===== src/rtl/spse_pkg.sv =====
// ----------------------------------------------------------------------------
// spse_pkg: shared types and constants of the sinusoid position encoder
// Opcodes, status codes, register indexes, item types, the CORDIC arctangent
// constants and the 48-bit saturation helper.
// ----------------------------------------------------------------------------
package spse_pkg;

	localparam int MAX_DIM      = 1024;
	localparam int CORDIC_STEPS = 16;
	localparam int ADDR_W       = $clog2(MAX_DIM);
	localparam int STEP_W       = $clog2(CORDIC_STEPS);

	typedef logic [1:0] opcode_t;
	localparam opcode_t OP_LOAD  = 2'd0;
	localparam opcode_t OP_CLEAR = 2'd1;
	localparam opcode_t OP_ACC   = 2'd2;
	localparam opcode_t OP_READ  = 2'd3;

	typedef logic [1:0] status_t;
	localparam status_t ST_OK    = 2'd0;
	localparam status_t ST_RANGE = 2'd1;
	localparam status_t ST_SAT   = 2'd2;

	localparam logic [1:0] CFG_VLEN   = 2'd0;
	localparam logic [1:0] CFG_BETA   = 2'd1;
	localparam logic [1:0] CFG_PSCALE = 2'd2;

	// 1/(2*pi) in Q0.32 and the CORDIC start value in Q1.30
	localparam logic [29:0]        INV_TWO_PI  = 30'd683565276;
	localparam logic signed [33:0] CORDIC_GAIN = 34'sd652032874;

	typedef struct packed {
		opcode_t             op;
		logic [9:0]          idx;
		logic signed [15:0]  elem;
		logic signed [31:0]  pos;
		logic signed [31:0]  freq;
		logic                refused;
	} item_t;

	typedef struct packed {
		logic [10:0]         vlen;
		logic signed [31:0]  beta;
		logic [15:0]         pscale;
	} cfg_t;

	typedef struct packed {
		logic init;
	} back_stat_t;

	typedef struct packed {
		logic               clip;
		logic signed [47:0] val;
	} sat_t;

	// arctangent of 2^-i in Q0.32 turns
	function automatic logic [31:0] atan_turn(input logic [4:0] i);
		logic [31:0] r;
		case (i)
			5'd0:  r = 32'h20000000;
			5'd1:  r = 32'h12E4051E;
			5'd2:  r = 32'h09FB385B;
			5'd3:  r = 32'h051111D4;
			5'd4:  r = 32'h028B0D43;
			5'd5:  r = 32'h0145D7E1;
			5'd6:  r = 32'h00A2F61E;
			5'd7:  r = 32'h00517C55;
			5'd8:  r = 32'h0028BE53;
			5'd9:  r = 32'h00145F2F;
			5'd10: r = 32'h000A2F98;
			5'd11: r = 32'h000517CC;
			5'd12: r = 32'h00028BE6;
			5'd13: r = 32'h000145F3;
			5'd14: r = 32'h0000A2FA;
			5'd15: r = 32'h0000517D;
			5'd16: r = 32'h000028BE;
			5'd17: r = 32'h0000145F;
			5'd18: r = 32'h00000A30;
			5'd19: r = 32'h00000518;
			5'd20: r = 32'h0000028C;
			5'd21: r = 32'h00000146;
			5'd22: r = 32'h000000A3;
			5'd23: r = 32'h00000051;
			5'd24: r = 32'h00000029;
			5'd25: r = 32'h00000014;
			5'd26: r = 32'h0000000A;
			5'd27: r = 32'h00000005;
			5'd28: r = 32'h00000003;
			5'd29: r = 32'h00000001;
			5'd30: r = 32'h00000001;
			default: r = 32'h00000000;
		endcase
		return r;
	endfunction

	// clip a 52-bit value to the signed 48-bit range
	function automatic sat_t sat48(input logic signed [51:0] v);
		sat_t r;
		if (!v[51] && (|v[50:47])) begin
			r.clip = 1'b1;
			r.val  = {1'b0, {47{1'b1}}};
		end else if (v[51] && !(&v[50:47])) begin
			r.clip = 1'b1;
			r.val  = {1'b1, {47{1'b0}}};
		end else begin
			r.clip = 1'b0;
			r.val  = v[47:0];
		end
		return r;
	endfunction

endpackage


===== src/rtl/spse_queue.sv =====
// ----------------------------------------------------------------------------
// spse_queue: two-entry command queue
// Decouples command intake from the execution sequencer.
// ----------------------------------------------------------------------------
module spse_queue (
	input  logic            clk,
	input  logic            arst_n,
	input  logic            push,
	input  spse_pkg::item_t wr_item,
	input  logic            pop,
	output spse_pkg::item_t head,
	output logic            empty,
	output logic            full
);
	import spse_pkg::*;

	item_t      slot_q [2];
	logic       wr_ptr_q;
	logic       rd_ptr_q;
	logic [1:0] count_q;

	always_ff @(posedge clk) begin
		if (push) begin
			slot_q[wr_ptr_q] <= wr_item;
		end
	end

	always_ff @(posedge clk or negedge arst_n) begin
		if (!arst_n) begin
			wr_ptr_q <= 1'b0;
			rd_ptr_q <= 1'b0;
			count_q  <= 2'd0;
		end else begin
			if (push) wr_ptr_q <= ~wr_ptr_q;
			if (pop)  rd_ptr_q <= ~rd_ptr_q;
			count_q <= count_q + {1'b0, push} - {1'b0, pop};
		end
	end

	assign head  = slot_q[rd_ptr_q];
	assign empty = (count_q == 2'd0);
	assign full  = (count_q == 2'd2);
endmodule


===== config.mk =====
export PLATFORM = sky130hd
export DESIGN_NAME = spse_queue
export DESIGN_NICKNAME = d
export VERILOG_FILES = /design/src/rtl/spse_pkg.sv /design/src/rtl/spse_queue.sv
export SDC_FILE = /design/constraint.sdc
export NUM_CORES = 1
export LEC_CHECK = 0
export ABC_AREA = 1
export BUFFER_PORTS_ARGS = -buffer_cell sky130_fd_sc_hd__buf_2
export CAP_MARGIN = 20
export CELL_PAD_IN_SITES_DETAIL_PLACEMENT = 2
export CELL_PAD_IN_SITES_GLOBAL_PLACEMENT = 2
export CORE_UTILIZATION = 35
export DETAILED_ROUTE_END_ITERATION = 10
export GPL_TIMING_DRIVEN = 0
export PLACE_DENSITY_LB_ADDON = 0.25
export SYNTH_ARGS = -nofsm -noshare
export SYNTH_HDL_FRONTEND = slang
export SYNTH_SLANG_ARGS = --single-unit

===== constraint.sdc =====
create_clock -name clk -period 6.46 [get_ports clk]
set_input_delay 0 -clock clk [delete_from_list [all_inputs] [get_ports clk]]
set_output_delay 0 -clock clk [all_outputs]
set_load 0.05 [all_outputs]

* Word level (Yosys, flattened, before mapping)
Memories as Yosys holds them, arrays and structs flattened.
Index checks and enable logic that the tools add are counted.
** Cells by class
- Add/sub/neg operators :: 2
- Equality and inequality tests :: 1
- Multiplexer cells :: 2
- Bitwise gates (word level) :: 2
- Reductions and logical operators :: 1
** Operator list (count)
- 2-bit by 1-bit adder with 2-bit output :: 1
- 2-bit equality test (second input constant) :: 1
- 2-bit logical NOT :: 1
- 1-bit 2-to-1 mux :: 2
- 1-bit NOT :: 2
- 2-bit by 1-bit subtractor with 2-bit output :: 1
** Word-level totals
- Register bits :: 4
- RAM bits :: 186
- Input bits :: 97
- Output and inout bits :: 95
- Memories :: 1
** Memory list
- slot_q :: depth 2, width 93, read ports 1, clocked after memory_dff 0, wr ports 1, RTL line spse_queue.sv:17 : item_t slot_q [2];

* Depth between registers and ports, before layout
- Depth in word-level cells :: 2
- Depth in mapped cells :: 7

* Worst setup path after synthesis
Ideal clock, no wire load.
- Path type :: reg2reg
- Start point :: register wr_ptr_q
- End point :: memory slot_q[0][0] in the netlist's numbering (enable)
- Library setup time :: 0.548 ns
- Arrival :: 4.285 ns
- Required time :: 5.912 ns
- Setup slack :: 1.627 ns
- Cell stages (with the launch flop) :: 2
- Buffers on the path :: 0
- Clock period less this slack :: 4.833 ns
- Cells stage by stage :: dfrtp_1 -> nor2_1
** RTL lines
- start, declared :: RTL line spse_queue.sv:18 : logic wr_ptr_q;
- start signal, assigned :: RTL line spse_queue.sv:34 : if (push) wr_ptr_q <= ~wr_ptr_q;
- end, declared :: RTL line spse_queue.sv:17
Straight into the memory's write port.

==> impl_metrics.prom <==
# TYPE chip_impl_metric gauge
chip_impl_metric{name="post_synth_num_cell_types",unit=""} 15
chip_impl_metric{name="drc",unit=""} 0
chip_impl_info{name="setup.worst_path.end_class",value="output port"} 1
chip_impl_metric{name="yosys.area.top_type_share",unit="%"} 76.6
chip_impl_metric{name="worst_slack",unit="ns"} 4.60
chip_impl_metric{name="ff2ff_setup_slack",unit="ns"} 4.63
chip_impl_metric{name="first_global_vias",unit=""} 5758
chip_impl_metric{name="synth.yosys.seq_area_share",unit="%"} 77.9
chip_impl_metric{name="clock_skew",unit="ns"} 0.0112
chip_impl_metric{name="cp.arrival",unit="ns"} 1.86
chip_impl_metric{name="max_cap_violations",unit=""} 0
chip_impl_info{name="synth.top_cells.by_area",value="sky130_fd_sc_hd__edfxtp_1 77%, sky130_fd_sc_hd__inv_1 5.1%, sky130_fd_sc_hd__nand2_1 5.1%"} 1
chip_impl_metric{name="finalSetupViolations",unit=""} 0
chip_impl_metric{name="grt_antenna_before_repair",unit=""} 1
chip_impl_metric{name="grt_first_pass_wirelength",unit="mm"} 31.5
chip_impl_metric{name="synth-warning-count",unit=""} 0
chip_impl_metric{name="critical_path_required",unit="ns"} 6.46
chip_impl_metric{name="hold_ws",unit="ns"} 0.290
chip_impl_metric{name="width_of_the_chip",unit="µm"} 146
chip_impl_metric{name="syn-mean-instance-area",unit="µm²"} 14.3
chip_impl_info{name="post_synth_most_frequent_cells",value="186 x sky130_fd_sc_hd__edfxtp_1, 100 x sky130_fd_sc_hd__inv_1, 99 x sky130_fd_sc_hd__nand2_1"} 1
chip_impl_info{name="worstHoldPathType",value="in -> reg"} 1
chip_impl_metric{name="p_sw",unit="µW"} 2410
chip_impl_metric{name="layout.core_utilization",unit="%"} 50.4
chip_impl_metric{name="routedWlPerCell",unit="µm"} 18.3
chip_impl_info{name="root_buffer_master",value="sky130_fd_sc_hd__clkbuf_16"} 1
chip_impl_info{name="netlist.top_cell.by_area",value="sky130_fd_sc_hd__edfxtp_1"} 1
chip_impl_metric{name="grt_overflow_total",unit=""} 0
chip_impl_info{name="run_status",value="complete, no violations"} 1
chip_impl_metric{name="routed_wirelength",unit="mm"} 20.2
chip_impl_metric{name="cts-htree-levels",unit=""} 4
chip_impl_metric{name="cts.sinks",unit=""} 190
chip_impl_info{name="tritoncts",value="built"} 1
chip_impl_metric{name="floorplan.die.height",unit="µm"} 146
chip_impl_metric{name="clk_latency",unit="ns"} 0.43
chip_impl_info{name="r2r_start",value="wr_ptr_q"} 1
chip_impl_metric{name="leakage",unit="µW"} 0.00437
chip_impl_metric{name="layout_worst_path_cycle_share",unit="%"} 28.7
chip_impl_info{name="rsz0062_at_grt",value="false"} 1
chip_impl_metric{name="gr-usage-all-layers",unit="%"} 19.8
chip_impl_metric{name="area_of_the_die",unit="mm²"} 0.0214
chip_impl_metric{name="max_clk_rate",unit="MHz"} 539
chip_impl_metric{name="proportion_of_synthesized_flip_flops_having_asynchronous_set_or_reset",unit="%"} 2.11
chip_impl_info{name="hold_path_startpoint",value="wr_item[29]"} 1
chip_impl_info{name="synthMostInstantiatedCell",value="sky130_fd_sc_hd__edfxtp_1"} 1
chip_impl_metric{name="layoutNonFillerInstCount",unit=""} 1104
chip_impl_metric{name="fin_nets",unit=""} 921
chip_impl_metric{name="cts.path.max_buffers",unit=""} 2
chip_impl_metric{name="cellPowerDensity",unit="mW/mm²"} 508
chip_impl_metric{name="placementRows",unit=""} 52
chip_impl_metric{name="p_clk_share",unit="%"} 20.7
chip_impl_info{name="synth_ff_type",value="sky130_fd_sc_hd__edfxtp_1"} 1
chip_impl_info{name="timing.critical_path.from",value="rd_ptr_q"} 1
chip_impl_metric{name="path_clk_slew",unit="ns"} 0.08
chip_impl_metric{name="drt_first_iter_violations",unit=""} 141
chip_impl_metric{name="grt_start_max_net_pins",unit=""} 62
chip_impl_metric{name="seq_power_share",unit="%"} 32.7
chip_impl_metric{name="worst_ir_drop_vdd",unit="mV"} 0.308
chip_impl_metric{name="comb_power_share",unit="%"} 46.6
chip_impl_metric{name="core_area",unit="mm²"} 0.0204
chip_impl_info{name="worst-setup-path-type",value="reg -> out"} 1
chip_impl_metric{name="numCtsBuffers",unit=""} 17
chip_impl_metric{name="detailedRoute.firstPassIterationCount",unit=""} 4
chip_impl_metric{name="power_switching_share",unit="%"} 46.2
chip_impl_metric{name="netlist_instances",unit=""} 511
chip_impl_metric{name="slew_at_the_pin_closest_to_its_max_slew_limit",unit="ns"} 0.681
chip_impl_metric{name="synth_nets",unit=""} 610
chip_impl_metric{name="timing.slew.headroom",unit="%"} 54.5
chip_impl_metric{name="cts_repair_resize_count",unit=""} 0
chip_impl_metric{name="drt-vias-per-instance",unit=""} 4.54
chip_impl_metric{name="timing.critical_path.fanout_max",unit=""} 10
chip_impl_metric{name="route.antenna.remaining_nets",unit=""} 0
chip_impl_metric{name="fin_crit",unit="ns"} 1.86
chip_impl_metric{name="vias",unit=""} 5014
chip_impl_metric{name="dp_slack",unit="ns"} 4.62
chip_impl_metric{name="io_buffer_count",unit=""} 191
chip_impl_metric{name="number_of_register_bits_inferred_by_synthesis",unit=""} 190
chip_impl_metric{name="post-dp-hpwl",unit="mm"} 12.6
chip_impl_metric{name="cts.repair_timing.setup_buffer_count",unit=""} 0
chip_impl_metric{name="floorplan.initialDensity",unit="%"} 35.8
chip_impl_metric{name="design.portCount",unit=""} 192
chip_impl_metric{name="dp_cells",unit=""} 976
chip_impl_metric{name="post_route_cells_drive_above_1_share",unit="%"} 34.1
chip_impl_info{name="worstSetupStartpointType",value="flip-flop"} 1
chip_impl_metric{name="synth.cell_area",unit="mm²"} 0.00730
chip_impl_metric{name="synth_edf_count",unit=""} 186
chip_impl_metric{name="cts_hold_buffers",unit=""} 97
chip_impl_metric{name="areaGrowthSynthToFinish",unit="%"} 40.6
chip_impl_metric{name="slew_viol_final",unit=""} 0
chip_impl_metric{name="routabilityCongestion",unit=""} 0.723
chip_impl_metric{name="totalNegativeSetupSlack",unit="ns"} 0
chip_impl_metric{name="final_hold_viols",unit=""} 0
chip_impl_metric{name="internal_power",unit="µW"} 2800
-- worst paths after layout --
kind                       depth (start not counted)             to
setup reg to reg                                   3  slot_q[0][50]
setup / recovery                                   4       head[39]
max in group asynchronous                          3       rd_ptr_q
min in group asynchronous                          3       wr_ptr_q
hold / removal                                     2  slot_q[1][29]
hold reg to reg                                    3     count_q[1]
-- critical path: stages (launching register included) --
cell                       delay [ns]
sky130_fd_sc_hd__dfrtp_1         0.37
sky130_fd_sc_hd__buf_6           0.14
sky130_fd_sc_hd__clkbuf_1        0.24
sky130_fd_sc_hd__o21ai_0         0.34
sky130_fd_sc_hd__buf_2           0.34
-- through the flow --
| step | total power, µW | instance area, µm² |
|---|---|---|
| after floorplan | 3480 | 7300 |
| after global placement | 4040 | 8590 |
| after detailed placement | 4120 | 8690 |
| after CTS | 5250 | 10300 |
| after global routing | 5450 | 10300 |
| final | 5210 | 10300 |
-- layout by cell type (no fill, tap or decap), types with 3 or more instances in the layout --
| cell type | instances |
|---|---|
| sky130_fd_sc_hd__dlygate4sd3_1 | 97 |
| sky130_fd_sc_hd__edfxtp_1 | 186 |
| sky130_fd_sc_hd__nand2_1 | 99 |
| sky130_fd_sc_hd__clkbuf_1 | 4 |
| sky130_fd_sc_hd__buf_2 | 192 |
| sky130_fd_sc_hd__inv_1 | 99 |
| sky130_fd_sc_hd__buf_4 | 3 |
| sky130_fd_sc_hd__clkbuf_16 | 17 |
| sky130_fd_sc_hd__o21ai_2 | 40 |
| sky130_fd_sc_hd__bufinv_16 | 3 |
| sky130_fd_sc_hd__dfrtp_1 | 4 |
| sky130_fd_sc_hd__o21ai_1 | 7 |
| sky130_fd_sc_hd__inv_6 | 4 |
| sky130_fd_sc_hd__o21ai_0 | 46 |
| sky130_fd_sc_hd__clkinv_2 | 4 |
| sky130_fd_sc_hd__buf_6 | 13 |
-- state kept, by name (all words and copies together), names as in the netlist --
name      count
slot_q      186
count_q       2
rd_ptr_q      1
wr_ptr_q      1
-- kinds of logic after synthesis --
kind of cell / share of synthesized area (%)
XOR/XNOR: 0.240
buffers and inverters: 7.73
adder cells (fa/ha/maj): 0.343
flip-flops: 77.9
AND/OR/NAND/NOR: 5.32
AO/OA/AOI/OAI: 8.44
-- power groups by stage --
stage	clock (µW)	sequential, µW	combinational (µW)
final	1080	1700	2430
after global routing	1150	1720	2570
after CTS	1100	1700	2450
after detailed placement	0	1730	2390
after global placement	0	1760	2280
after floorplan	0	1730	1740
-- area by class of cell --
class                   instances  area [µm²]
diodes                          1        2.50
clock inverters                13         164
inverters                     100         378
fillers                      2015       10100
plain buffers                  21         189
well taps                     270         338
repair buffers                292        2020
multi-input cells             200        1050
flip-flops and latches        190        5690
clock buffers                  17         425
-- layer usage --
| layer | up-vias | GRT usage, % | part of all wire [%] |
|---|---|---|---|
| li1 | 2350 | - | - |
| met1 | 2509 | 21.1 | 37 |
| met2 | 127 | 38.1 | 57 |
| met3 | 28 | 4.06 | 3.8 |
| met4 | 0 | 7.19 | 2.0 |
| met5 | - | 0 | 0 |
Power figures use the tool's default switching activity.
