===== config.mk =====
export PLATFORM = sky130hd
export DESIGN_NAME = spse_front
export DESIGN_NICKNAME = d
export VERILOG_FILES = /design/src/rtl/spse_pkg.sv /design/src/rtl/spse_front.sv
export SDC_FILE = /design/constraint.sdc
export NUM_CORES = 1
export LEC_CHECK = 0
export BUFFER_PORTS_ARGS = -buffer_cell sky130_fd_sc_hd__buf_2
export CAP_MARGIN = 20
export CORE_AREA = 2 2 110 112
export DETAILED_ROUTE_END_ITERATION = 8
export DIE_AREA = 0 0 112 114
export SETUP_SLACK_MARGIN = 0.5
export SYNTH_ARGS = -nofsm -noshare
export SYNTH_HDL_FRONTEND = slang
export SYNTH_SLANG_ARGS = --single-unit

===== constraint.sdc =====
create_clock -name clk -period 2.4 [get_ports clk]
set_input_delay 0.48 -clock clk [delete_from_list [all_inputs] [get_ports clk]]
set_output_delay 0.48 -clock clk [all_outputs]
set_load 0.005 [all_outputs]

===== src/rtl/spse_pkg.sv =====
// ----------------------------------------------------------------------------
// spse_pkg: shared types and constants of the sinusoid position encoder
// Opcodes, status codes, register indexes, item types, the CORDIC arctangent
// constants and the 48-bit saturation helper.
// ----------------------------------------------------------------------------
package spse_pkg;

	localparam int MAX_DIM      = 1024;
	localparam int CORDIC_STEPS = 16;
	localparam int ADDR_W       = $clog2(MAX_DIM);
	localparam int STEP_W       = $clog2(CORDIC_STEPS);

	typedef logic [1:0] opcode_t;
	localparam opcode_t OP_LOAD  = 2'd0;
	localparam opcode_t OP_CLEAR = 2'd1;
	localparam opcode_t OP_ACC   = 2'd2;
	localparam opcode_t OP_READ  = 2'd3;

	typedef logic [1:0] status_t;
	localparam status_t ST_OK    = 2'd0;
	localparam status_t ST_RANGE = 2'd1;
	localparam status_t ST_SAT   = 2'd2;

	localparam logic [1:0] CFG_VLEN   = 2'd0;
	localparam logic [1:0] CFG_BETA   = 2'd1;
	localparam logic [1:0] CFG_PSCALE = 2'd2;

	// 1/(2*pi) in Q0.32 and the CORDIC start value in Q1.30
	localparam logic [29:0]        INV_TWO_PI  = 30'd683565276;
	localparam logic signed [33:0] CORDIC_GAIN = 34'sd652032874;

	typedef struct packed {
		opcode_t             op;
		logic [9:0]          idx;
		logic signed [15:0]  elem;
		logic signed [31:0]  pos;
		logic signed [31:0]  freq;
		logic                refused;
	} item_t;

	typedef struct packed {
		logic [10:0]         vlen;
		logic signed [31:0]  beta;
		logic [15:0]         pscale;
	} cfg_t;

	typedef struct packed {
		logic init;
	} back_stat_t;

	typedef struct packed {
		logic               clip;
		logic signed [47:0] val;
	} sat_t;

	// arctangent of 2^-i in Q0.32 turns
	function automatic logic [31:0] atan_turn(input logic [4:0] i);
		logic [31:0] r;
		case (i)
			5'd0:  r = 32'h20000000;
			5'd1:  r = 32'h12E4051E;
			5'd2:  r = 32'h09FB385B;
			5'd3:  r = 32'h051111D4;
			5'd4:  r = 32'h028B0D43;
			5'd5:  r = 32'h0145D7E1;
			5'd6:  r = 32'h00A2F61E;
			5'd7:  r = 32'h00517C55;
			5'd8:  r = 32'h0028BE53;
			5'd9:  r = 32'h00145F2F;
			5'd10: r = 32'h000A2F98;
			5'd11: r = 32'h000517CC;
			5'd12: r = 32'h00028BE6;
			5'd13: r = 32'h000145F3;
			5'd14: r = 32'h0000A2FA;
			5'd15: r = 32'h0000517D;
			5'd16: r = 32'h000028BE;
			5'd17: r = 32'h0000145F;
			5'd18: r = 32'h00000A30;
			5'd19: r = 32'h00000518;
			5'd20: r = 32'h0000028C;
			5'd21: r = 32'h00000146;
			5'd22: r = 32'h000000A3;
			5'd23: r = 32'h00000051;
			5'd24: r = 32'h00000029;
			5'd25: r = 32'h00000014;
			5'd26: r = 32'h0000000A;
			5'd27: r = 32'h00000005;
			5'd28: r = 32'h00000003;
			5'd29: r = 32'h00000001;
			5'd30: r = 32'h00000001;
			default: r = 32'h00000000;
		endcase
		return r;
	endfunction

	// clip a 52-bit value to the signed 48-bit range
	function automatic sat_t sat48(input logic signed [51:0] v);
		sat_t r;
		if (!v[51] && (|v[50:47])) begin
			r.clip = 1'b1;
			r.val  = {1'b0, {47{1'b1}}};
		end else if (v[51] && !(&v[50:47])) begin
			r.clip = 1'b1;
			r.val  = {1'b1, {47{1'b0}}};
		end else begin
			r.clip = 1'b0;
			r.val  = v[47:0];
		end
		return r;
	endfunction

endpackage


===== src/rtl/spse_front.sv =====
// ----------------------------------------------------------------------------
// spse_front: command intake and configuration registers
// Takes commands, checks the index against the vector length, holds config.
// ----------------------------------------------------------------------------
module spse_front (
	input  logic                clk,
	input  logic                arst_n,
	input  logic                start,
	input  logic                busy,
	input  spse_pkg::opcode_t   opcode,
	input  logic [9:0]          index,
	input  logic signed [15:0]  element_value,
	input  logic signed [31:0]  position,
	input  logic signed [31:0]  frequency,
	input  logic                cfg_we,
	input  logic [1:0]          cfg_index,
	input  logic [31:0]         cfg_data,
	output logic                push,
	output spse_pkg::item_t     entry,
	output spse_pkg::cfg_t      cfg
);
	import spse_pkg::*;

	logic [10:0]        vlen_q;
	logic signed [31:0] beta_q;
	logic [15:0]        pscale_q;
	logic               beyond;

	always_ff @(posedge clk or negedge arst_n) begin
		if (!arst_n) begin
			vlen_q   <= 11'd1024;
			beta_q   <= 32'sd16777216;
			pscale_q <= 16'd2048;
		end else if (cfg_we) begin
			case (cfg_index)
				CFG_VLEN:   vlen_q   <= cfg_data[10:0];
				CFG_BETA:   beta_q   <= cfg_data;
				CFG_PSCALE: pscale_q <= cfg_data[15:0];
				default: ;
			endcase
		end
	end

	// refuse indices past the vector length or the table depth
	assign beyond = ({1'b0, index} >= vlen_q) || ({22'b0, index} >= 32'(MAX_DIM));

	assign push          = start && !busy;
	assign entry.op      = opcode;
	assign entry.idx     = index;
	assign entry.elem    = element_value;
	assign entry.pos     = position;
	assign entry.freq    = frequency;
	assign entry.refused = (opcode != OP_CLEAR) && beyond;

	assign cfg.vlen   = vlen_q;
	assign cfg.beta   = beta_q;
	assign cfg.pscale = pscale_q;
endmodule


# Word level (Yosys, flattened, before mapping)
# Index checks and enable logic that the tools add are counted.
[op_classes] magnitude_cmp=1 n_eq_ne=3 reduce_logical=7
[op_table] operator="10-bit by 11-bit greater-or-equal comparator with 1-bit output" count=1
[op_table] operator="2-bit AND reduction" count=3
[op_table] operator="2-bit by 1-bit equality test with 1-bit output (second input constant)" count=1
[op_table] operator="2-bit equality test (second input constant)" count=1
[op_table] operator="1-bit logical AND" count=2
[op_table] operator="2-bit zero test" count=1
[op_table] operator="2-bit by 1-bit != test with 1-bit output (second input constant)" count=1
[op_table] operator="1-bit zero test" count=1
[word_totals] register_bits=59 in_bits=131 out_inout_bits=153 elab_cells=14

# Depth between registers and ports, before layout
# Gate-level depths: netlist of the first run.
[depth] ltp_word=2 mapped_depth=6 mapped_depth_nobuf=6

# Worst setup path after synthesis of the first run
# OpenSTA, ideal clock, no wires.
[synth_path] path_kind="input to output" from="in index[0]" to="out entry[0] (netlist name)" t_arrival_ns=1.197 required_time_ns=1.920 path_slack_ns=0.723 path_stages=6 n_path_buf=0 path_cell_list="inv_1 -> ha_1 -> nor2b_1 -> o21ai_0 -> a21oi_1 -> o21ai_0"
[synth_lines] item="start: declaration" line="spse_front.sv:11" rtl="input logic [9:0] index,"
[synth_lines] item="end: declaration" line="spse_front.sv:19" rtl="output spse_pkg::item_t entry,"

==> out/metrics.sh, run 1 <==
TIMING.SETUP.TNS_NS=0
CRITICAL_PATH.ENDPOINT='entry[0]'
WORSTSETUPENDPOINTTYPE='primary output'
FINAL_NET_COUNT=450
ROUTE.DETAILED.VIAS_PER_INST=4.20
POST_CTS_HOLD_BUFFER_COUNT=0
DRV.MAX_CAP_VIOLATION_COUNT=0
SYNTHESIS.AREA_PER_INSTANCE_UM2=12.5
REG2REG_FROM='vlen_q[0]'
POWER_TOTAL_uW=3510
CLKTRANSATPATHREGS_NS=0.05
SYNTHCELLS=267
WORST_R2R_PATH_DEPTH=2
DR_TOTAL_VIAS=1934
FINALSETUPVIOLCOUNT=0
CP.ARRIVAL_NS=1.52
POST-ROUTE-MIN-PERIOD_NS=2.00
GRT_UTIL_ALL_LAYERS_PCT=11.0
SEQ_POWER_SHARE_PCT=36.9
DIE_WIDTH_UM=112
FMAX_MHz=499
OUTCOME='finished, final reports clean'
BOUNDARYPINS=284
PLACED_CELL_AREA_UM2=3420
WL_PER_CELL_UM=15.6
DIEAREA_UM2=12800
POWER.IR.VDD_WORST_V=0.000464
FINALCOREUTILIZATION_PCT=33.3
PORTBUFFERS=123
HTREE_LEVELS=3
SUMMED_INSTANCE_AREA_OF_THE_SYNTHESIZED_NETLIST_UM2=3330
SYNTH-SEQ-AREA-SHARE_PCT=44.5
RELATIVE_CONTRIBUTION_OF_COMBINATIONAL_CELLS_TO_TOTAL_POWER_PCT=21.1
DIE-HEIGHT_UM=114
FIN_AREA_UM2=3890
SYNTH_AREA_LEADER_CELL='dfrtp_1'
GP_CONGESTION=0.695
WORST_SETUP_PATH_START_KIND='flip-flop'
REGISTER_AREA_UM2=1480
GRT_TOTAL_OVFL=0
SYNTH-SEQ-CELLS=59
ROOT_BUFFER='clkbuf_16'
SWITCHINGPOWER_uW=834
MAXSLEWHEADROOM_PCT=66.8
CTS-ROOT-TO-SINK-BUFFERS=2
POST-SYNTH-TOP-AREA-FRACTION_PCT=42.1
DETAILEDROUTE.FIRSTPASSITERATIONCOUNT=4
FINAL_MIN_PERIOD_OVER_CLOCK_PERIOD_PCT=83.4
POST_SYNTH_MAIN_AREA_CONTRIBUTORS='dfrtp_1 42%, buf_4 21%, mux2_4 18%'
MAXIMUM_NUMBER_OF_PINS_ON_ONE_NET_BEFORE_GLOBAL_ROUTE_REPAIR=24
PLACE.DETAILED.HPWL_UM=5250
CRITICALPATHCATEGORY='reg2out'
FINAL_ANTENNA_NET_COUNT=0
CRIT_START='vlen_q[4]'
DRT_ITER0_MARKERS=57
SHARE_CLK_OF_TOTAL_POWER_PCT=42.0
HP-CLASS='in2async'
FINALWIRELENGTH_UM=7190
FRACTION_OF_FINAL_LAYOUT_CELLS_WITH_DRIVE_STRENGTH_GREATER_THAN_1_PCT=69.4
YS_TYPES=18
POWER.SHARE.SWITCHING_PCT=23.8
INSERTION_DELAY_NS=0.32
MULTI_INPUT_AREA_UM2=1170
STD_CELL_ROWS=40
TIMING.FINAL.HOLD_VIOLATIONS=0
WORST_SLEW_PIN_SLEW_NS=0.497
FIRST_GLOBAL_VIAS=1971
YOSYS_WARNINGS=0
RSZ0062_AT_GRT='true'
FINALMAXSLEWVIOLATIONS=0
POWERDENSITY_nW_PER_UM2=900
DRC_ERRORS=0
SYNTHESIS_TO_FINISH_AREA_GROWTH_PCT=17.0
FINALCLOCKSKEW_NS=0
GRT_FIRST_PASS_WIRELENGTH_UM=10700
DESIGN.CORE.AREA_UM2=11700
INITIAL_UTILIZATION_PCT=28.4
DIODES=0
TRITONCTS='built'
CP.REQUIRED_NS=1.92
MAPPEDNETLISTNETS=408
CRIT-REG2REG-CAPTURE='vlen_q[0]'
WORST-R2R-SETUP-SLACK_NS=1.45
GRT_ANTENNA_BEFORE_REPAIR=0
FILLERINSTANCES=1206
CTS_INSERTED_BUFFERS=9
P_INT_uW=2670
TOTAL_LEAKAGE_POWER_uW=0.00202
CLOCK-SINKS=59
CRITICAL_PATH_MAXIMUM_FANOUT=2
-- per-layer routing --
metal | up-vias | wire length, µm | track usage, %
li1 | 873 | - | -
met1 | 926 | 2820 | 12.7
met2 | 109 | 3570 | 18.0
met3 | 26 | 676 | 4.30
met4 | 0 | 122 | 4.96
met5 | - | 0 | 0
-- sequential cells by signal (all words and copies together) (netlist names) --
signal	flops
vlen_q	11
beta_q	32
pscale_q	16
-- power by group through the flow --
stage / sequential [µW] / clock, µW / combinational [µW]
6_report: 1290 / 1470 / 741
3_3_place_gp: 1300 / 0 / 664
3_5_place_dp: 1300 / 0 / 677
5_1_grt: 1320 / 1570 / 811
4_1_cts: 1290 / 1520 / 699
2_1_floorplan: 1320 / 0 / 447
-- logic make-up (layout without fill, tap and decap cells) --
logic type | after synthesis | in the layout | share of synthesized area, %
AND/OR/NAND/NOR | 20 | 20 | 3.80
buffers and inverters | 109 | 156 | 23.7
multiplexers | 50 | 50 | 21.4
AO/OA/AOI/OAI | 19 | 19 | 2.86
adder cells (fa/ha/maj) | 10 | 10 | 3.76
flip-flops | 59 | 59 | 44.5
-- critical path, cell delays in order, from the launching register on --
cell,delay (ns)
dfrtp_1,0.36
inv_2,0.06
ha_4,0.27
nand2_1,0.10
nor2_4,0.13
a21oi_2,0.07
o21ai_1,0.10
buf_2,0.12
-- cell usage after synthesis --
master    instances
buf_4            93
nor3b_2           1
nand3b_4          2
mux2_1            2
a21oi_1           6
mux2_4           40
nor2b_1           3
nand2_1          12
dfrtp_1          56
dfstp_2           3
nand4_1           1
ha_1             10
mux2_2            8
o21ai_0          13
inv_1            11
clkbuf_2          1
nor2_1            1
buf_6             4
-- cells in the final DEF (no fill, tap or decap) --
cell type	count
nand3b_4	2
clkbuf_8	1
a21oi_2	5
nand4_1	1
inv_1	7
a21oi_1	1
o21ai_2	2
nor2b_1	2
dfstp_2	3
mux2_2	8
buf_12	1
clkbuf_16	9
nor2b_2	1
mux2_4	40
nor2_4	1
mux2_1	2
buf_4	5
ha_1	4
nand2_2	1
o21ai_1	2
buf_2	123
nor3b_2	1
dfrtp_1	56
bufinv_16	3
clkbuf_1	1
inv_2	4
clkinv_2	2
o21ai_0	9
ha_4	6
nand2_1	11
-- metrics by stage --
step,instances,setup WS [ns],hold WS [ns]
finish,461,0.397,0.122
global route,461,0.297,0.151
CTS,461,0.336,0.128
detailed placement,443,0.417,0.479
global placement,443,0.427,0.467
floorplan,267,0.723,0.184
-- cell type report --
type / instances / area share [%]
Sequential cell: 59 / 38.0
Multi-Input combinational cell: 99 / 30.1
Timing Repair Buffer: 129 / 17.3
Clock buffer: 11 / 6.23
Tap cell: 147 / 4.72
Clock inverter: 5 / 2.57
Inverter: 11 / 1.06
-- repair_timing --
action                                  in CTS  in global routing
gates resized for setup                      7                 19
endpoints found under the setup margin       1                  1
buffers inserted                             2                  0
pin swaps                                    5                  4
-- worst min-delay path by stage --
stage               cells past startpoint           to  startpoint  slack [ns]
floorplan                               0    beta_q[0]      arst_n        0.18
global placement                        1   beta_q[26]      arst_n        0.47
detailed placement                      1   beta_q[26]      arst_n        0.48
CTS                                     1   beta_q[26]      arst_n        0.13
global route                            1   beta_q[26]      arst_n        0.15
finish                                  1  pscale_q[7]      arst_n        0.12
Note: power is estimated with default switching activity, not from simulation.
==> run 2: changes to the inputs <==
PLACE_DENSITY = 0.66   (was not set)
clock period = 1.8 ns   (was 2.4 ns; I/O delays follow)
==> out/metrics.sh, run 2 (synthesized netlist as in run 1, its figures left out) <==
SEQ_POWER_SHARE_PCT=37.2
FINALCOREUTILIZATION_PCT=33.8
SHARE_CLK_OF_TOTAL_POWER_PCT=40.5
DETAILEDROUTE.FIRSTPASSITERATIONCOUNT=4
FIN_AREA_UM2=3960
PLACED_CELL_AREA_UM2=3460
MOST-COMMON-LAYOUT-CELLS='121 x buf_2, 56 x dfrtp_1, 40 x mux2_4'
SLOWEST_DELAY_NS=0.42
CTS-ROOT-TO-SINK-BUFFERS=2
GP_CONGESTION=0.699
DRT_ITER0_MARKERS=69
HP-CLASS='in2async'
TIMING.CRITICAL_PATH.MAX_DELAY_FAMILY='flip-flops'
MAXIMUM_NUMBER_OF_PINS_ON_ONE_NET_BEFORE_GLOBAL_ROUTE_REPAIR=34
PORTBUFFERS=123
CP.REQUIRED_NS=1.44
CP.ARRIVAL_NS=1.58
ROUTE.DETAILED.VIAS_PER_INST=4.22
FAILED_CHECKS='negative setup slack'
DIEAREA_UM2=12800
OUTCOME='complete, but fails checks'
DESIGN.CORE.AREA_UM2=11700
POWERDENSITY_nW_PER_UM2=1170
LARGEST_REGISTERS='beta_q: 32 flops, pscale_q: 16 flops, vlen_q: 11 flops'
HTREE_LEVELS=3
WORST_SETUP_PATH_START_KIND='flip-flop'
CRITICAL_PATH_MAXIMUM_FANOUT=2
CTS_INSERTED_BUFFERS=9
TIMING.CRITICAL_PATH.SLOWEST_STAGE_CELL='dfrtp_1'
FINALCLOCKSKEW_NS=0
FINAL_WORST_SETUP_SLACK_NS=-0.144
LARGEST_REGISTER_FF_COUNT=32
RSZ0062_AT_GRT='true'
MULTI_INPUT_AREA_UM2=1190
REGMOSTFLOPS='beta_q'
FINAL_NET_COUNT=453
TIMING.SETUP.TNS_NS=-0.144
CP.BUFFERS_INVERTERS=1
FILLERINSTANCES=1168
PLACE.DETAILED.HPWL_UM=5030
ROOT_BUFFER='clkbuf_16'
WORSTSETUPENDPOINTTYPE='primary output'
WORST_SLEW_PIN_SLEW_NS=0.418
DR_TOTAL_VIAS=1960
INSERTION_DELAY_NS=0.33
WORST_HOLD_SLACK_NS=0.0391
TIMING.FINAL.HOLD_VIOLATIONS=0
FIRST_GLOBAL_VIAS=1978
WORSTPATHCELLLIST='ha_4 > nor2b_2 > o21ai_4 > a21oi_2 > o21ai_1 > buf_2'
DIE-HEIGHT_UM=114
DIODES=0
POWER.IR.VDD_WORST_V=0.000568
CLKTRANSATPATHREGS_NS=0.05
MAXSLEWHEADROOM_PCT=72.1
SWITCHINGPOWER_uW=1150
STD_CELL_ROWS=40
POST-ROUTE-MIN-PERIOD_NS=1.94
GRT_TOTAL_OVFL=0
REGISTER_AREA_UM2=1480
P_INT_uW=3500
WL_PER_CELL_UM=15.3
TOTAL_LEAKAGE_POWER_uW=0.00204
FINAL_MIN_PERIOD_OVER_CLOCK_PERIOD_PCT=108
LAYOUT.CELLS.MOST_COMMON='buf_2'
RELATIVE_CONTRIBUTION_OF_COMBINATIONAL_CELLS_TO_TOTAL_POWER_PCT=22.3
FMAX_MHz=514
FINALMAXSLEWVIOLATIONS=0
FRACTION_OF_FINAL_LAYOUT_CELLS_WITH_DRIVE_STRENGTH_GREATER_THAN_1_PCT=70.0
DRV.MAX_CAP_VIOLATION_COUNT=0
INITIAL_UTILIZATION_PCT=28.4
DIE_WIDTH_UM=112
GRT_ANTENNA_BEFORE_REPAIR=0
GRT_FIRST_PASS_WIRELENGTH_UM=10500
CLOCK-SINKS=59
FINALWIRELENGTH_UM=7120
GRT_UTIL_ALL_LAYERS_PCT=10.8
POST_CTS_HOLD_BUFFER_COUNT=0
DRC_ERRORS=0
BOUNDARYPINS=284
FINAL_ANTENNA_NET_COUNT=0
CRITICALPATHCATEGORY='reg2out'
FINALSETUPVIOLCOUNT=1
SYNTHESIS_TO_FINISH_AREA_GROWTH_PCT=19.0
POWER.SHARE.SWITCHING_PCT=24.7
TRITONCTS='built'
run 2: final cells by class:
| cell class | instances | share of cell area [%] |
|---|---|---|
| Tap cell | 147 | 4.64 |
| Clock inverter | 4 | 1.83 |
| Multi-Input combinational cell | 99 | 29.9 |
| Inverter | 11 | 1.04 |
| Clock buffer | 12 | 6.48 |
| Timing Repair Buffer | 132 | 18.7 |
| Sequential cell | 59 | 37.4 |
run 2: path summary, 6_finish.rpt:
check,from,endpoint,slack [ns],depth (start not counted)
worst min register to register,pscale_q[0],pscale_q[0],0.50,1
worst min-delay path,arst_n,pscale_q[14],0.04,2
min in group clk,cfg_data[22],beta_q[22],0.26,2
worst max register to register,vlen_q[0],vlen_q[0],0.75,3
worst max-delay path,vlen_q[0],entry[0],-0.14,6
max in group asynchronous,arst_n,beta_q[24],1.40,2
run 2: timing repair:
action,in CTS,in global routing
endpoints found under the setup margin,4,5
resized for setup,13,17
buffers inserted,1,2
endpoints found under the hold margin,0,0
pin swaps,7,7
run 2: through the flow:
stage / instances / worst slack (ns) / total power [µW]
final: 464 / -0.144 / 4650
after floorplan: 267 / 0.397 / 2350
after global routing: 464 / -0.238 / 4890
after detailed placement: 445 / -0.165 / 2650
after global placement: 445 / -0.0887 / 2620
after CTS: 462 / -0.234 / 4630
run 2: worst reg2reg max path, cell delays in order, from the launching register on:
cell and delay [ns]:
dfrtp_1 0.42, buf_6 0.14, buf_6 0.10, mux2_1 0.27
run 2: per-layer routing:
| layer | track usage [%] | part of all wire, % | up-vias |
|---|---|---|---|
| li1 | - | - | 878 |
| met1 | 12.5 | 40 | 922 |
| met2 | 16.4 | 47 | 122 |
| met3 | 3.99 | 9.3 | 38 |
| met4 | 7.97 | 3.2 | 0 |
| met5 | 0 | 0 | - |
run 2: power groups by stage:
stage,registers (µW),clock network (µW),logic (µW)
2_1_floorplan,1750,0,599
3_3_place_gp,1720,0,899
3_5_place_dp,1740,0,916
4_1_cts,1720,1930,973
5_1_grt,1750,1990,1140
6_report,1730,1880,1040
==> run 3: changes to the inputs <==
PLACE_DENSITY = 0.71   (was 0.66)
==> out/metrics.sh, run 3 (synthesized netlist as in run 1, its figures left out) <==
DIEAREA_UM2=12800
OUTCOME='complete, but fails checks'
WORST_SETUP_PATH_START_KIND='flip-flop'
DRV.MAX_CAP_VIOLATION_COUNT=0
DIODES=0
LAYOUT.CELLS.MOST_COMMON='buf_2'
FINAL_MIN_PERIOD_OVER_CLOCK_PERIOD_PCT=107
INSERTION_DELAY_NS=0.32
CLKTRANSATPATHREGS_NS=0.05
POWERDENSITY_nW_PER_UM2=1120
FIRST_GLOBAL_VIAS=1962
GRT_FIRST_PASS_WIRELENGTH_UM=10900
ROUTE.DETAILED.VIAS_PER_INST=4.29
RSZ0062_AT_GRT='true'
FINALCLOCKSKEW_NS=0
DRT_ITER0_MARKERS=91
WORST_HOLD_SLACK_NS=0.0418
FINAL_ANTENNA_NET_COUNT=0
DR_TOTAL_VIAS=1977
STD_CELL_ROWS=40
DRC_ERRORS=0
MAXSLEWHEADROOM_PCT=73.6
REGISTER_AREA_UM2=1480
FRACTION_OF_FINAL_LAYOUT_CELLS_WITH_DRIVE_STRENGTH_GREATER_THAN_1_PCT=67.5
REGMOSTFLOPS='beta_q'
CP_COMMON_CELL='a21oi_2'
MAXIMUM_NUMBER_OF_PINS_ON_ONE_NET_BEFORE_GLOBAL_ROUTE_REPAIR=60
FILLERINSTANCES=1197
PLACE.DETAILED.HPWL_UM=5360
FINALMAXSLEWVIOLATIONS=0
PLACED_CELL_AREA_UM2=3440
DIE_WIDTH_UM=112
FINAL_NET_COUNT=451
GRT_ANTENNA_BEFORE_REPAIR=0
FINAL_WORST_SETUP_SLACK_NS=-0.133
TIMING.CRITICAL_PATH.SLOWEST_STAGE_CELL='dfrtp_1'
CP.BUFFERS_INVERTERS=2
TIMING.SETUP.TNS_NS=-0.133
TOTAL_LEAKAGE_POWER_uW=0.00199
GRT_TOTAL_OVFL=0
HTREE_LEVELS=3
LARGEST_REGISTER_FF_COUNT=32
MULTI_INPUT_AREA_UM2=1130
CRITICAL_PATH_MAXIMUM_FANOUT=2
FIN_AREA_UM2=3810
INITIAL_UTILIZATION_PCT=28.4
MOST-COMMON-LAYOUT-CELLS='122 x buf_2, 55 x dfrtp_1, 40 x mux2_4'
FMAX_MHz=517
GRT_UTIL_ALL_LAYERS_PCT=11.0
FAILED_CHECKS='negative setup slack'
WORST_SLEW_PIN_SLEW_NS=0.396
WL_PER_CELL_UM=15.8
HP-CLASS='in2async'
GP_CONGESTION=0.766
PORTBUFFERS=123
LARGEST_REGISTERS='beta_q: 32 flops, pscale_q: 16 flops, vlen_q: 11 flops'
DETAILEDROUTE.FIRSTPASSITERATIONCOUNT=4
ROOT_BUFFER='clkbuf_16'
SLOWEST_DELAY_NS=0.34
BOUNDARYPINS=284
WORSTSETUPENDPOINTTYPE='primary output'
DIE-HEIGHT_UM=114
TIMING.CRITICAL_PATH.MAX_DELAY_FAMILY='compound AO/OA/AOI/OAI gates'
WORSTPATHCELLLIST='inv_1 > ha_1 > a21oi_2 > o21ai_2 > a21oi_2 > o21ai_1 > buf_2'
FINALSETUPVIOLCOUNT=1
CP.REQUIRED_NS=1.44
SYNTHESIS_TO_FINISH_AREA_GROWTH_PCT=14.4
DESIGN.CORE.AREA_UM2=11700
TIMING.FINAL.HOLD_VIOLATIONS=0
CRITICALPATHCATEGORY='reg2out'
POST-ROUTE-MIN-PERIOD_NS=1.93
CP.ARRIVAL_NS=1.57
FINALWIRELENGTH_UM=7270
CTS_INSERTED_BUFFERS=9
CLOCK-SINKS=59
CTS-ROOT-TO-SINK-BUFFERS=2
TRITONCTS='built'
POWER.IR.VDD_WORST_V=0.000574
## run 3: layout make-up
type | count | share of cell area, %
tap | 147 | 4.83
inverter | 11 | 1.08
timing repair buffer | 130 | 18.4
clock inverter | 2 | 0.329
multi-input combinational | 99 | 29.6
clock buffer | 13 | 6.84
sequential | 59 | 38.9
## run 3: through the flow
stage | total power (µW) | util (%) | setup slack, ns | instances
after global placement | 2620 | 29.3 | 0.0434 | 443
after global routing | 4500 | 32.5 | -0.241 | 461
after detailed placement | 2650 | 29.3 | 0.00567 | 443
after floorplan | 2350 | - | 0.397 | 267
final | 4250 | 32.5 | -0.133 | 461
after CTS | 4260 | 31.7 | -0.212 | 459
## run 3: layer usage
metal  GRT usage (%)  part of all wire [%]  vias to the layer above
met2            17.0                    48                      123
met4            6.59                   3.4                        0
met3            4.52                   9.7                       35
met5               0                     0                        -
met1            12.8                    39                      945
li1                -                     -                      874
## run 3: repair_timing
| action | 4_1_cts | 5_1_grt |
|---|---|---|
| gates resized for setup | 3 | 15 |
| hold buffers | 0 | 0 |
| endpoints found under the hold margin | 0 | 0 |
| endpoints found under the setup margin | 4 | 5 |
| pin swaps | 0 | 4 |
| setup buffers | 1 | 2 |
## run 3: worst reg2reg max path, delay by kind of cell, from the launching register on
family / cells / cell delay (ns)
buffers and inverters: 1 / 0.14
DFF: 1 / 0.42
muxes: 1 / 0.27
## run 3: final timing paths
path / startpoint / slack [ns] / cells past startpoint / endpoint
setup / recovery: vlen_q[4] / -0.13 / 7 / entry[0]
hold / removal: arst_n / 0.04 / 2 / beta_q[13]
setup reg to reg: vlen_q[0] / 0.84 / 2 / vlen_q[0]
hold reg to reg: pscale_q[15] / 0.50 / 1 / pscale_q[15]
max in group asynchronous: arst_n / 1.46 / 2 / vlen_q[10]
min in group clk: cfg_data[22] / 0.26 / 2 / beta_q[22]
## run 3: where the power goes
part / switching, µW / internal (µW)
clock network: 554 / 994
registers: 139 / 1590
logic: 386 / 589
total: 1080 / 3170
